==> config.mk <==
export PLATFORM = sky130hd
export DESIGN_NAME = multi_timer_list_engine
export DESIGN_NICKNAME = d
export VERILOG_FILES = /design/src/hw/rtl/mtle_pkg.sv /design/src/hw/rtl/mtle_cell.sv /design/src/hw/rtl/multi_timer_list_engine.sv
export SDC_FILE = /design/constraint.sdc
export NUM_CORES = 2
export LEC_CHECK = 0
export BUFFER_PORTS_ARGS = -buffer_cell sky130_fd_sc_hd__clkbuf_2
export CELL_PAD_IN_SITES_DETAIL_PLACEMENT = 1
export CELL_PAD_IN_SITES_GLOBAL_PLACEMENT = 2
export CORE_MARGIN = 3
export CORE_UTILIZATION = 39
export CTS_CLUSTER_DIAMETER = 60
export DETAILED_ROUTE_END_ITERATION = 10
export PLACE_DENSITY_LB_ADDON = 0.1
export SLEW_MARGIN = 0
export SYNTH_ARGS = -nofsm -noshare
export SYNTH_HDL_FRONTEND = slang
export SYNTH_SLANG_ARGS = --single-unit
==> constraint.sdc <==
create_clock -name clk -period 3.9 [get_ports clk]
set_input_delay 0.585 -clock clk [delete_from_list [all_inputs] [get_ports clk]]
set_output_delay 0.585 -clock clk [all_outputs]
set_load 0.05 [all_outputs]
==> src/hw/rtl/mtle_pkg.sv <==
// ----------------------------------------------------------------------------
// mtle_pkg
// Shared codes, types and constants for the timer list engine.
// ----------------------------------------------------------------------------
`default_nettype none

package mtle_pkg;

  // Request action codes
  localparam logic [2:0] ACT_LOAD  = 3'd0;
  localparam logic [2:0] ACT_START = 3'd1;
  localparam logic [2:0] ACT_STOP  = 3'd2;
  localparam logic [2:0] ACT_TICK  = 3'd3;
  localparam logic [2:0] ACT_POLL  = 3'd4;

  // Poll reports at most this many expiries
  localparam int unsigned MAX_RESULTS = 8;
  localparam int          FCNT_W      = 4;

  // Controller states
  typedef enum logic [1:0] {
    ST_IDLE,
    ST_SCAN,
    ST_FINISH
  } state_t;

  // Operation broadcast to every cell of the chain
  typedef enum logic [2:0] {
    CELL_HOLD,
    CELL_LOAD,
    CELL_STOP,
    CELL_INSERT,
    CELL_ROTATE
  } cell_op_t;

  // Broadcast control bundle
  typedef struct packed {
    cell_op_t    op;
    logic [2:0]  tidx;
    logic [31:0] load_dl;
    logic [31:0] load_rl;
  } cell_ctrl_t;

endpackage

`default_nettype wire

==> src/hw/rtl/mtle_cell.sv <==
// ----------------------------------------------------------------------------
// mtle_cell
// One slot of the timer chain: holds a timer's index, active flag, deadline
// and reload value. Chain order, head first, is the recency order of the
// active timers.
// ----------------------------------------------------------------------------
`default_nettype none

module mtle_cell #(
  parameter int IDX_W   = 3,
  parameter int CELL_ID = 0
) (
  input  logic                    clk,
  input  logic                    rst_n,
  input  mtle_pkg::cell_ctrl_t    ctrl,
  // neighbor toward the head (or the insert data for the head cell)
  input  logic                    up_active,
  input  logic [IDX_W-1:0]        up_idx,
  input  logic [31:0]             up_dl,
  input  logic [31:0]             up_rl,
  // neighbor toward the tail (or the updated head for the tail cell)
  input  logic                    dn_active,
  input  logic [IDX_W-1:0]        dn_idx,
  input  logic [31:0]             dn_dl,
  input  logic [31:0]             dn_rl,
  input  logic                    found_in,
  output logic                    found_out,
  output logic                    hit,
  output logic                    active,
  output logic [IDX_W-1:0]        idx,
  output logic [31:0]             dl,
  output logic [31:0]             rl
);
  import mtle_pkg::*;

  logic               active_r, active_nxt;
  logic [IDX_W-1:0]   idx_r, idx_nxt;
  logic [31:0]        dl_r, dl_nxt;
  logic [31:0]        rl_r, rl_nxt;

  // Index match and the match-at-or-below chain (drives insert shifting)
  always_comb begin
    hit       = (idx_r == IDX_W'(ctrl.tidx));
    found_out = hit | found_in;
  end

  // Next slot contents
  always_comb begin
    active_nxt = active_r;
    idx_nxt    = idx_r;
    dl_nxt     = dl_r;
    rl_nxt     = rl_r;
    case (ctrl.op)
      CELL_LOAD: begin
        if (hit) begin
          dl_nxt = ctrl.load_dl;
          rl_nxt = ctrl.load_rl;
        end
      end
      CELL_STOP: begin
        if (hit) active_nxt = 1'b0;
      end
      CELL_INSERT: begin
        // slots from the head down to the started timer move one step down
        if (found_out) begin
          active_nxt = up_active;
          idx_nxt    = up_idx;
          dl_nxt     = up_dl;
          rl_nxt     = up_rl;
        end
      end
      CELL_ROTATE: begin
        active_nxt = dn_active;
        idx_nxt    = dn_idx;
        dl_nxt     = dn_dl;
        rl_nxt     = dn_rl;
      end
      default: begin
      end
    endcase
  end

  always_ff @(posedge clk) begin
    if (!rst_n) begin
      active_r <= 1'b0;
      idx_r    <= IDX_W'(CELL_ID);
      dl_r     <= '0;
      rl_r     <= '0;
    end else begin
      active_r <= active_nxt;
      idx_r    <= idx_nxt;
      dl_r     <= dl_nxt;
      rl_r     <= rl_nxt;
    end
  end

  assign active = active_r;
  assign idx    = idx_r;
  assign dl     = dl_r;
  assign rl     = rl_r;

endmodule

`default_nettype wire

==> src/hw/rtl/multi_timer_list_engine.sv <==
// ----------------------------------------------------------------------------
// multi_timer_list_engine
// Table of NUM_TIMERS software timers with a 32-bit tick count.
// ----------------------------------------------------------------------------
// Usage:
//  - Requests arrive on in_* (valid/ready): load, start, stop, tick, poll.
//    Results leave on out_* (valid/ready); out_last marks a request's final
//    result.
//  - Load, start, stop, tick and undefined actions give one result,
//    registered in the output stage the cycle after acceptance.
//  - Poll is accepted, then rotates every timer of the chain once through
//    its head in the scan state and closes in the finish state, which
//    registers the final result. Each expired timer (up to 8) yields one
//    result; a poll that finds nothing yields one result with out_fired low.
//  - The head compare/add unit checks one timer per cycle while the scan
//    is not held; that sets the poll length.
//  - A request is taken only while idle and the output stage is free or
//    being drained, so one result may wait while the next request enters.
//  - When the receiver stalls, the poll scan holds at the timer that would
//    need the output stage; nothing is dropped.
//  - Reset clears the tick count, all deadlines and reloads, and all
//    active flags; the first request can be taken in the next cycle.
// ----------------------------------------------------------------------------
`default_nettype none

module multi_timer_list_engine #(
  parameter int NUM_TIMERS = 8
) (
  input  logic        clk,
  input  logic        rst_n,
  input  logic        in_valid,
  output logic        in_ready,
  input  logic [2:0]  in_action,
  input  logic [2:0]  in_timer_index,
  input  logic [31:0] in_delay,
  input  logic [31:0] in_reload,
  output logic        out_valid,
  input  logic        out_ready,
  output logic        out_status,
  output logic        out_fired,
  output logic [2:0]  out_fired_index,
  output logic        out_last
);
  import mtle_pkg::*;

  localparam int IDX_W = (NUM_TIMERS > 1) ? $clog2(NUM_TIMERS) : 1;
  localparam logic [IDX_W-1:0] CNT_LAST = IDX_W'(NUM_TIMERS - 1);

  // Controller registers
  state_t              state_r, state_nxt;
  logic [31:0]         tick_r, tick_nxt;
  logic [IDX_W-1:0]    cnt_r, cnt_nxt;
  logic [FCNT_W-1:0]   fcnt_r, fcnt_nxt;
  logic                pend_valid_r, pend_valid_nxt;
  logic [2:0]          pend_idx_r, pend_idx_nxt;

  // Output stage
  logic                out_valid_r, out_valid_nxt;
  logic                out_status_r, out_fired_r, out_last_r;
  logic [2:0]          out_idx_r;

  // Result push
  logic                push;
  logic                p_status, p_fired, p_last;
  logic [2:0]          p_idx;

  // Chain signals
  cell_ctrl_t              ctrl;
  logic [NUM_TIMERS-1:0]   c_active;
  logic [NUM_TIMERS-1:0]   c_hit;
  logic [NUM_TIMERS-1:0]   c_found;
  logic [IDX_W-1:0]        c_idx [NUM_TIMERS];
  logic [31:0]             c_dl  [NUM_TIMERS];
  logic [31:0]             c_rl  [NUM_TIMERS];

  logic [31:0]             mv_dl, mv_rl;
  logic                    h_fire, h_emit, h_active_upd;
  logic [31:0]             h_dl_upd;

  logic can_push, in_fire, idx_ok, already, step_ok;

  assign can_push = !out_valid_r || out_ready;
  assign in_ready = (state_r == ST_IDLE) && can_push;
  assign in_fire  = in_valid && in_ready;
  assign idx_ok   = ({29'd0, in_timer_index} < 32'(NUM_TIMERS));
  assign already  = |(c_hit & c_active);

  // Select the started timer's data for insertion at the head
  always_comb begin
    mv_dl = '0;
    mv_rl = '0;
    for (int i = 0; i < NUM_TIMERS; i++) begin
      if (c_hit[i]) begin
        mv_dl = mv_dl | c_dl[i];
        mv_rl = mv_rl | c_rl[i];
      end
    end
  end

  // Head check during poll: expiry compare and rearm
  always_comb begin
    h_fire       = c_active[0] && (tick_r >= c_dl[0]);
    h_emit       = h_fire && (fcnt_r < FCNT_W'(MAX_RESULTS));
    h_active_upd = (h_fire && (c_rl[0] == 32'd0)) ? 1'b0 : c_active[0];
    h_dl_upd     = (h_fire && (c_rl[0] != 32'd0)) ? (tick_r + c_rl[0]) : c_dl[0];
  end

  // Scan holds when a new expiry needs the busy output stage
  assign step_ok = !(h_emit && pend_valid_r && !can_push);

  // Timer chain
  for (genvar i = 0; i < NUM_TIMERS; i++) begin : g_cell
    logic             up_active, dn_active, found_in;
    logic [IDX_W-1:0] up_idx, dn_idx;
    logic [31:0]      up_dl, up_rl, dn_dl, dn_rl;

    if (i == 0) begin : g_head
      assign up_active = 1'b1;
      assign up_idx    = IDX_W'(in_timer_index);
      assign up_dl     = mv_dl;
      assign up_rl     = mv_rl;
    end else begin : g_mid_up
      assign up_active = c_active[i-1];
      assign up_idx    = c_idx[i-1];
      assign up_dl     = c_dl[i-1];
      assign up_rl     = c_rl[i-1];
    end

    if (i == NUM_TIMERS - 1) begin : g_tail
      assign dn_active = h_active_upd;
      assign dn_idx    = c_idx[0];
      assign dn_dl     = h_dl_upd;
      assign dn_rl     = c_rl[0];
      assign found_in  = 1'b0;
    end else begin : g_mid_dn
      assign dn_active = c_active[i+1];
      assign dn_idx    = c_idx[i+1];
      assign dn_dl     = c_dl[i+1];
      assign dn_rl     = c_rl[i+1];
      assign found_in  = c_found[i+1];
    end

    mtle_cell #(
      .IDX_W   (IDX_W),
      .CELL_ID (i)
    ) u_cell (
      .clk       (clk),
      .rst_n     (rst_n),
      .ctrl      (ctrl),
      .up_active (up_active),
      .up_idx    (up_idx),
      .up_dl     (up_dl),
      .up_rl     (up_rl),
      .dn_active (dn_active),
      .dn_idx    (dn_idx),
      .dn_dl     (dn_dl),
      .dn_rl     (dn_rl),
      .found_in  (found_in),
      .found_out (c_found[i]),
      .hit       (c_hit[i]),
      .active    (c_active[i]),
      .idx       (c_idx[i]),
      .dl        (c_dl[i]),
      .rl        (c_rl[i])
    );
  end

  // Next state
  always_comb begin
    state_nxt = state_r;
    case (state_r)
      ST_IDLE: begin
        if (in_fire && (in_action == ACT_POLL)) state_nxt = ST_SCAN;
      end
      ST_SCAN: begin
        if (step_ok && (cnt_r == CNT_LAST)) state_nxt = ST_FINISH;
      end
      ST_FINISH: begin
        if (can_push) state_nxt = ST_IDLE;
      end
      default: state_nxt = ST_IDLE;
    endcase
  end

  // Datapath control and result generation
  always_comb begin
    ctrl.op        = CELL_HOLD;
    ctrl.tidx      = in_timer_index;
    ctrl.load_dl   = tick_r + in_delay;
    ctrl.load_rl   = in_reload;
    push           = 1'b0;
    p_status       = 1'b0;
    p_fired        = 1'b0;
    p_idx          = 3'd0;
    p_last         = 1'b0;
    tick_nxt       = tick_r;
    cnt_nxt        = cnt_r;
    fcnt_nxt       = fcnt_r;
    pend_valid_nxt = pend_valid_r;
    pend_idx_nxt   = pend_idx_r;
    case (state_r)
      ST_IDLE: begin
        if (in_fire) begin
          if (in_action == ACT_POLL) begin
            cnt_nxt        = '0;
            fcnt_nxt       = '0;
            pend_valid_nxt = 1'b0;
          end else begin
            push   = 1'b1;
            p_last = 1'b1;
            case (in_action)
              ACT_LOAD: begin
                if (idx_ok) ctrl.op = CELL_LOAD;
              end
              ACT_START: begin
                if (idx_ok) begin
                  if (already) p_status = 1'b1;
                  else         ctrl.op  = CELL_INSERT;
                end
              end
              ACT_STOP: begin
                if (idx_ok) ctrl.op = CELL_STOP;
              end
              ACT_TICK: tick_nxt = tick_r + 32'd1;
              default: begin
              end
            endcase
          end
        end
      end
      ST_SCAN: begin
        if (step_ok) begin
          ctrl.op = CELL_ROTATE;
          cnt_nxt = cnt_r + 1'b1;
          if (h_emit) begin
            // previous expiry is now known not to be the last one
            fcnt_nxt       = fcnt_r + 1'b1;
            pend_valid_nxt = 1'b1;
            pend_idx_nxt   = 3'(c_idx[0]);
            if (pend_valid_r) begin
              push    = 1'b1;
              p_fired = 1'b1;
              p_idx   = pend_idx_r;
            end
          end
        end
      end
      ST_FINISH: begin
        if (can_push) begin
          push           = 1'b1;
          p_last         = 1'b1;
          p_fired        = pend_valid_r;
          p_idx          = pend_valid_r ? pend_idx_r : 3'd0;
          pend_valid_nxt = 1'b0;
        end
      end
      default: begin
      end
    endcase
  end

  always_comb begin
    if (push)           out_valid_nxt = 1'b1;
    else if (out_ready) out_valid_nxt = 1'b0;
    else                out_valid_nxt = out_valid_r;
  end

  // Control registers
  always_ff @(posedge clk) begin
    if (!rst_n) begin
      state_r      <= ST_IDLE;
      tick_r       <= '0;
      cnt_r        <= '0;
      fcnt_r       <= '0;
      pend_valid_r <= 1'b0;
      out_valid_r  <= 1'b0;
    end else begin
      state_r      <= state_nxt;
      tick_r       <= tick_nxt;
      cnt_r        <= cnt_nxt;
      fcnt_r       <= fcnt_nxt;
      pend_valid_r <= pend_valid_nxt;
      out_valid_r  <= out_valid_nxt;
    end
  end

  // Payload registers
  always_ff @(posedge clk) begin
    pend_idx_r <= pend_idx_nxt;
    if (push) begin
      out_status_r <= p_status;
      out_fired_r  <= p_fired;
      out_idx_r    <= p_idx;
      out_last_r   <= p_last;
    end
  end

  assign out_valid       = out_valid_r;
  assign out_status      = out_status_r;
  assign out_fired       = out_fired_r;
  assign out_fired_index = out_idx_r;
  assign out_last        = out_last_r;

  // Checks
  a_fcnt_bound: assert property (@(posedge clk) disable iff (!rst_n)
    fcnt_r <= FCNT_W'(MAX_RESULTS))
    else $error("expiry count beyond result limit");

  a_hit_unique: assert property (@(posedge clk) disable iff (!rst_n)
    $onehot0(c_hit))
    else $error("timer index held by more than one cell");

  a_no_req_busy: assert property (@(posedge clk) disable iff (!rst_n)
    (state_r != ST_IDLE) |-> !in_ready)
    else $error("request taken during poll");

  a_pend_idle: assert property (@(posedge clk) disable iff (!rst_n)
    (state_r == ST_IDLE) |-> !pend_valid_r)
    else $error("pending expiry left after poll");

  a_finish_push: assert property (@(posedge clk) disable iff (!rst_n)
    (state_r == ST_FINISH && can_push) |=> (out_valid_r && out_last_r))
    else $error("poll closed without final result");

endmodule

`default_nettype wire
==> flow_metrics.env <==
export IMPL_antenna_left=0
export IMPL_core_mm2=0.08277
export IMPL_fin_crit_sh_pct=96.33
export IMPL_grt_util_met2_pct=53.53
export IMPL_clk_latency_ps=640
export IMPL_crit_arrival_ps=4310
export IMPL_slew_headroom_pct=25.77
export IMPL_clkSinkCount=596
export IMPL_firstDrtPassIters=6
export IMPL_period_needed_ps=3757
export IMPL_grt_max_degree=127
export IMPL_cts_tree="built"
export IMPL_seqPwrFrac_pct=38.7
export IMPL_critPathLaunch="tick_r[0]$_SDFFE_PN0P_"
export IMPL_max_freq_ghz=0.2662
export IMPL_cp_max_fo=18
export IMPL_power_frac_comb_pct=28.5
export IMPL_critical_path_class="reg2reg"
export IMPL_finClkSkew_ps=22.47
export IMPL_p_sw_share_pct=37.65
export IMPL_io_pins=82
export IMPL_drc=0
export IMPL_max_cap_violations=0
export IMPL_netlist_area_mm2=0.03281
export IMPL_status="completed"
export IMPL_async_flop_share_pct=0
export IMPL_setup_viol=0
export IMPL_utilization_pct=46.91
export IMPL_holdWs_ps=320.9
export IMPL_ys_seq_area_share_pct=36.64
export IMPL_critPathCaptureType="register"
export IMPL_hold_violations=0
export IMPL_syn2layout_area_growth_pct=18.32
export IMPL_final_net_count=4263
export IMPL_final_common_cell="o21ai_0"
export IMPL_cp_common_cell="buf_4"
export IMPL_startpoint_type="register"
export IMPL_finalMaxSlewViolations=0
export IMPL_power_mw=21.71
export IMPL_worst_slew_pin_slew_ps=1113
export IMPL_wire_per_inst_um=27.62
export IMPL_total_leakage_power_nw=13.51
export IMPL_rrSetupSlack_ps=140
export IMPL_grt_busiest_layer="met2"
export IMPL_worstPathRequired_ps=4450
export IMPL_r2r_start="tick_r[0]$_SDFFE_PN0P_"
export IMPL_initial_core_util_pct=39.65
export IMPL_synth_top_area_share_pct=35.81
export IMPL_avgSynthCellArea_um2=8.146
export IMPL_gr_total_overflow=0
export IMPL_ys_flop_type="dfxtp_1"
export IMPL_grt_pass1_wl_um=220300
export IMPL_drt_wl_total_um=143900
export IMPL_use_met3_pct=4.186
export IMPL_ctsLongestPathBuffers=3
export IMPL_grt_total_usage_pct=31.79
export IMPL_pwr_share_clk_pct=32.8
export IMPL_port_buffers=81
export IMPL_die_h_um=296.1
export IMPL_slowest_delay_ps=490
export IMPL_clk_pin_slew_ps=60
export IMPL_yosysTopAreaCell="dfxtp_1"
export IMPL_met1_usage_pct=41.26
export IMPL_avgViaCountPerCell=6.855
export IMPL_p_switching_mw=8.174
export IMPL_htree_levels=3
export IMPL_ys_warn_count=0
export IMPL_antennaDiodeCount=0
export IMPL_final_cell_mix="595 x o21ai_0, 587 x dfxtp_1, 491 x a22oi_1, 356 x a31oi_1, 311 x a21oi_1"
export IMPL_syn_inst=4028
export IMPL_hold_class="in2reg"
export IMPL_die_area_mm2=0.08765
export IMPL_cts_inserted_buffers=76
export IMPL_grt_pass1_vias=36420
export IMPL_fin_setup_tns_ps=0
export IMPL_slowest_stage="dfxtp_1"
export IMPL_place_hpwl_um=93210
export IMPL_synth_enable_flop_cells=9
export IMPL_irDropWorstVdd_v=0.0003760
export IMPL_worstHoldStart="in_reload[1]"
export IMPL_crit_chain="inv_1 -> ha_1 -> nand2b_1 -> a21oi_1 -> o21ai_0 -> a211oi_1 -> buf_4 -> o211a_1 -> nor2_1 -> buf_4 -> a21oi_4 -> buf_4 -> a221oi_1 -> a21oi_1"
export IMPL_vias=35710
export IMPL_place_congestion=0.8976
export IMPL_ys_top_cells_by_area="dfxtp_1 36%, a22oi_1 11%, o21ai_0 9.1%"
export IMPL_synth_nets=4206
export IMPL_p_int_mw=13.53
export IMPL_row_count=105
export IMPL_drive_above_1_share_pct=12.71
export IMPL_die_w_um=296.1
export IMPL_antenna_found_initial=3
export IMPL_drt_iter0_drc=3191
export IMPL_cts_root_buf="clkbuf_16"
export IMPL_yosysUniqueCellTypes=73
export IMPL_rsz0062_at_grt="false"
export IMPL_power_density_mw_per_mm2=559.1
export IMPL_ys_ff_latch=596
## cell families after synthesis
family	synth area share, %
AOI/OAI and AO/OA	42.39
buffers and inverters	5.468
muxes	0.4766
DFF	36.64
xor gates and xnor gates	2.589
and+or+nand+nor	8.427
adders and majority gates	4.011
## state kept, by name, indices dropped and copies added, names as in the netlist
signal                cells
out_fired                 1
cnt_r                     3
out_valid                 1
out_last                  1
pend_valid_r              1
g_cell.u_cell.dl        256
g_cell.u_cell.idx        24
state_r                   2
g_cell.u_cell.active      8
pend_idx_r                3
tick_r                   32
fcnt_r                    4
g_cell.u_cell.rl        256
out_status                1
out_fired_index           3
## cells in the mapped netlist, types with 20 or more instances
| library cell | number |
|---|---|
| a41oi_1 | 32 |
| a221oi_1 | 181 |
| clkbuf_1 | 301 |
| and3_1 | 23 |
| xor2_1 | 63 |
| nand2_1 | 194 |
| inv_1 | 71 |
| a21o_1 | 28 |
| buf_1 | 20 |
| nand3_1 | 76 |
| xnor2_1 | 34 |
| nor3_1 | 38 |
| dfxtp_1 | 587 |
| a211oi_1 | 35 |
| o21ai_0 | 599 |
| buf_2 | 57 |
| a21oi_1 | 312 |
| nand4_1 | 37 |
| a31oi_1 | 356 |
| a22oi_1 | 491 |
| a22o_1 | 26 |
| ha_1 | 102 |
| nor2_1 | 147 |
## area by class of cell
type / instances / area (um^2)
Fill cell: 9650 / 43940
Multi-Input combinational cell: 2978 / 19200
Sequential cell: 596 / 12020
Timing Repair Buffer: 361 / 3531
Clock buffer: 102 / 2111
Tap cell: 1070 / 1339
Clock inverter: 30 / 352.8
Inverter: 72 / 270.3
## what timing repair did
item	4_1_cts	5_1_grt
hold buffers	0	0
gates resized for setup	1	10
pin swaps	0	2
endpoints found under the setup margin	8	52
buffers inserted	0	3
## worst max-delay path, delay by kind of cell, from the launching register on
family	cells	cell delay [ps]
compound gates	7	1720
buf+inv	4	940
flops	1	490
fa+ha+maj	1	290
simple gates	2	230
## power groups by stage
stage,clock (mW),combinational [mW],sequential [mW]
after CTS,7.26,6.05,8.37
after global routing,7.49,6.65,8.53
after floorplan,0,3.33,8.08
after global placement,0,5.81,8.42
after detailed placement,0,6.02,8.47
final,7.13,6.18,8.40
## final timing paths
| check | to | cells after the start |
|---|---|---|
| worst max-delay path | g_cell[7].u_cell.rl[24]$_SDFFE_PN0P_ | 14 |
| worst min register to register | fcnt_r[3]$_SDFFE_PN0P_ | 2 |
| worst min-delay path | g_cell[6].u_cell.rl[1]$_SDFFE_PN0P_ | 3 |
| worst max register to register | g_cell[7].u_cell.rl[24]$_SDFFE_PN0P_ | 14 |
## per-layer routing
metal	up-vias	wire (um)
met4	4	5837
met2	1429	68220
met3	339	9134
met1	17970	60630
li1	15970	-
met5	-	34
## through the flow
step	instances	setup slack, ps	cell area, um^2
3_5_place_dp	5074	-412.1	36290
5_1_grt	5209	10.31	38820
2_1_floorplan	4028	657.6	32810
3_3_place_gp	5074	-402.8	36290
4_1_cts	5206	1.619	38750
6_report	5209	143.2	38820
Power figures use the tool's default switching activity.
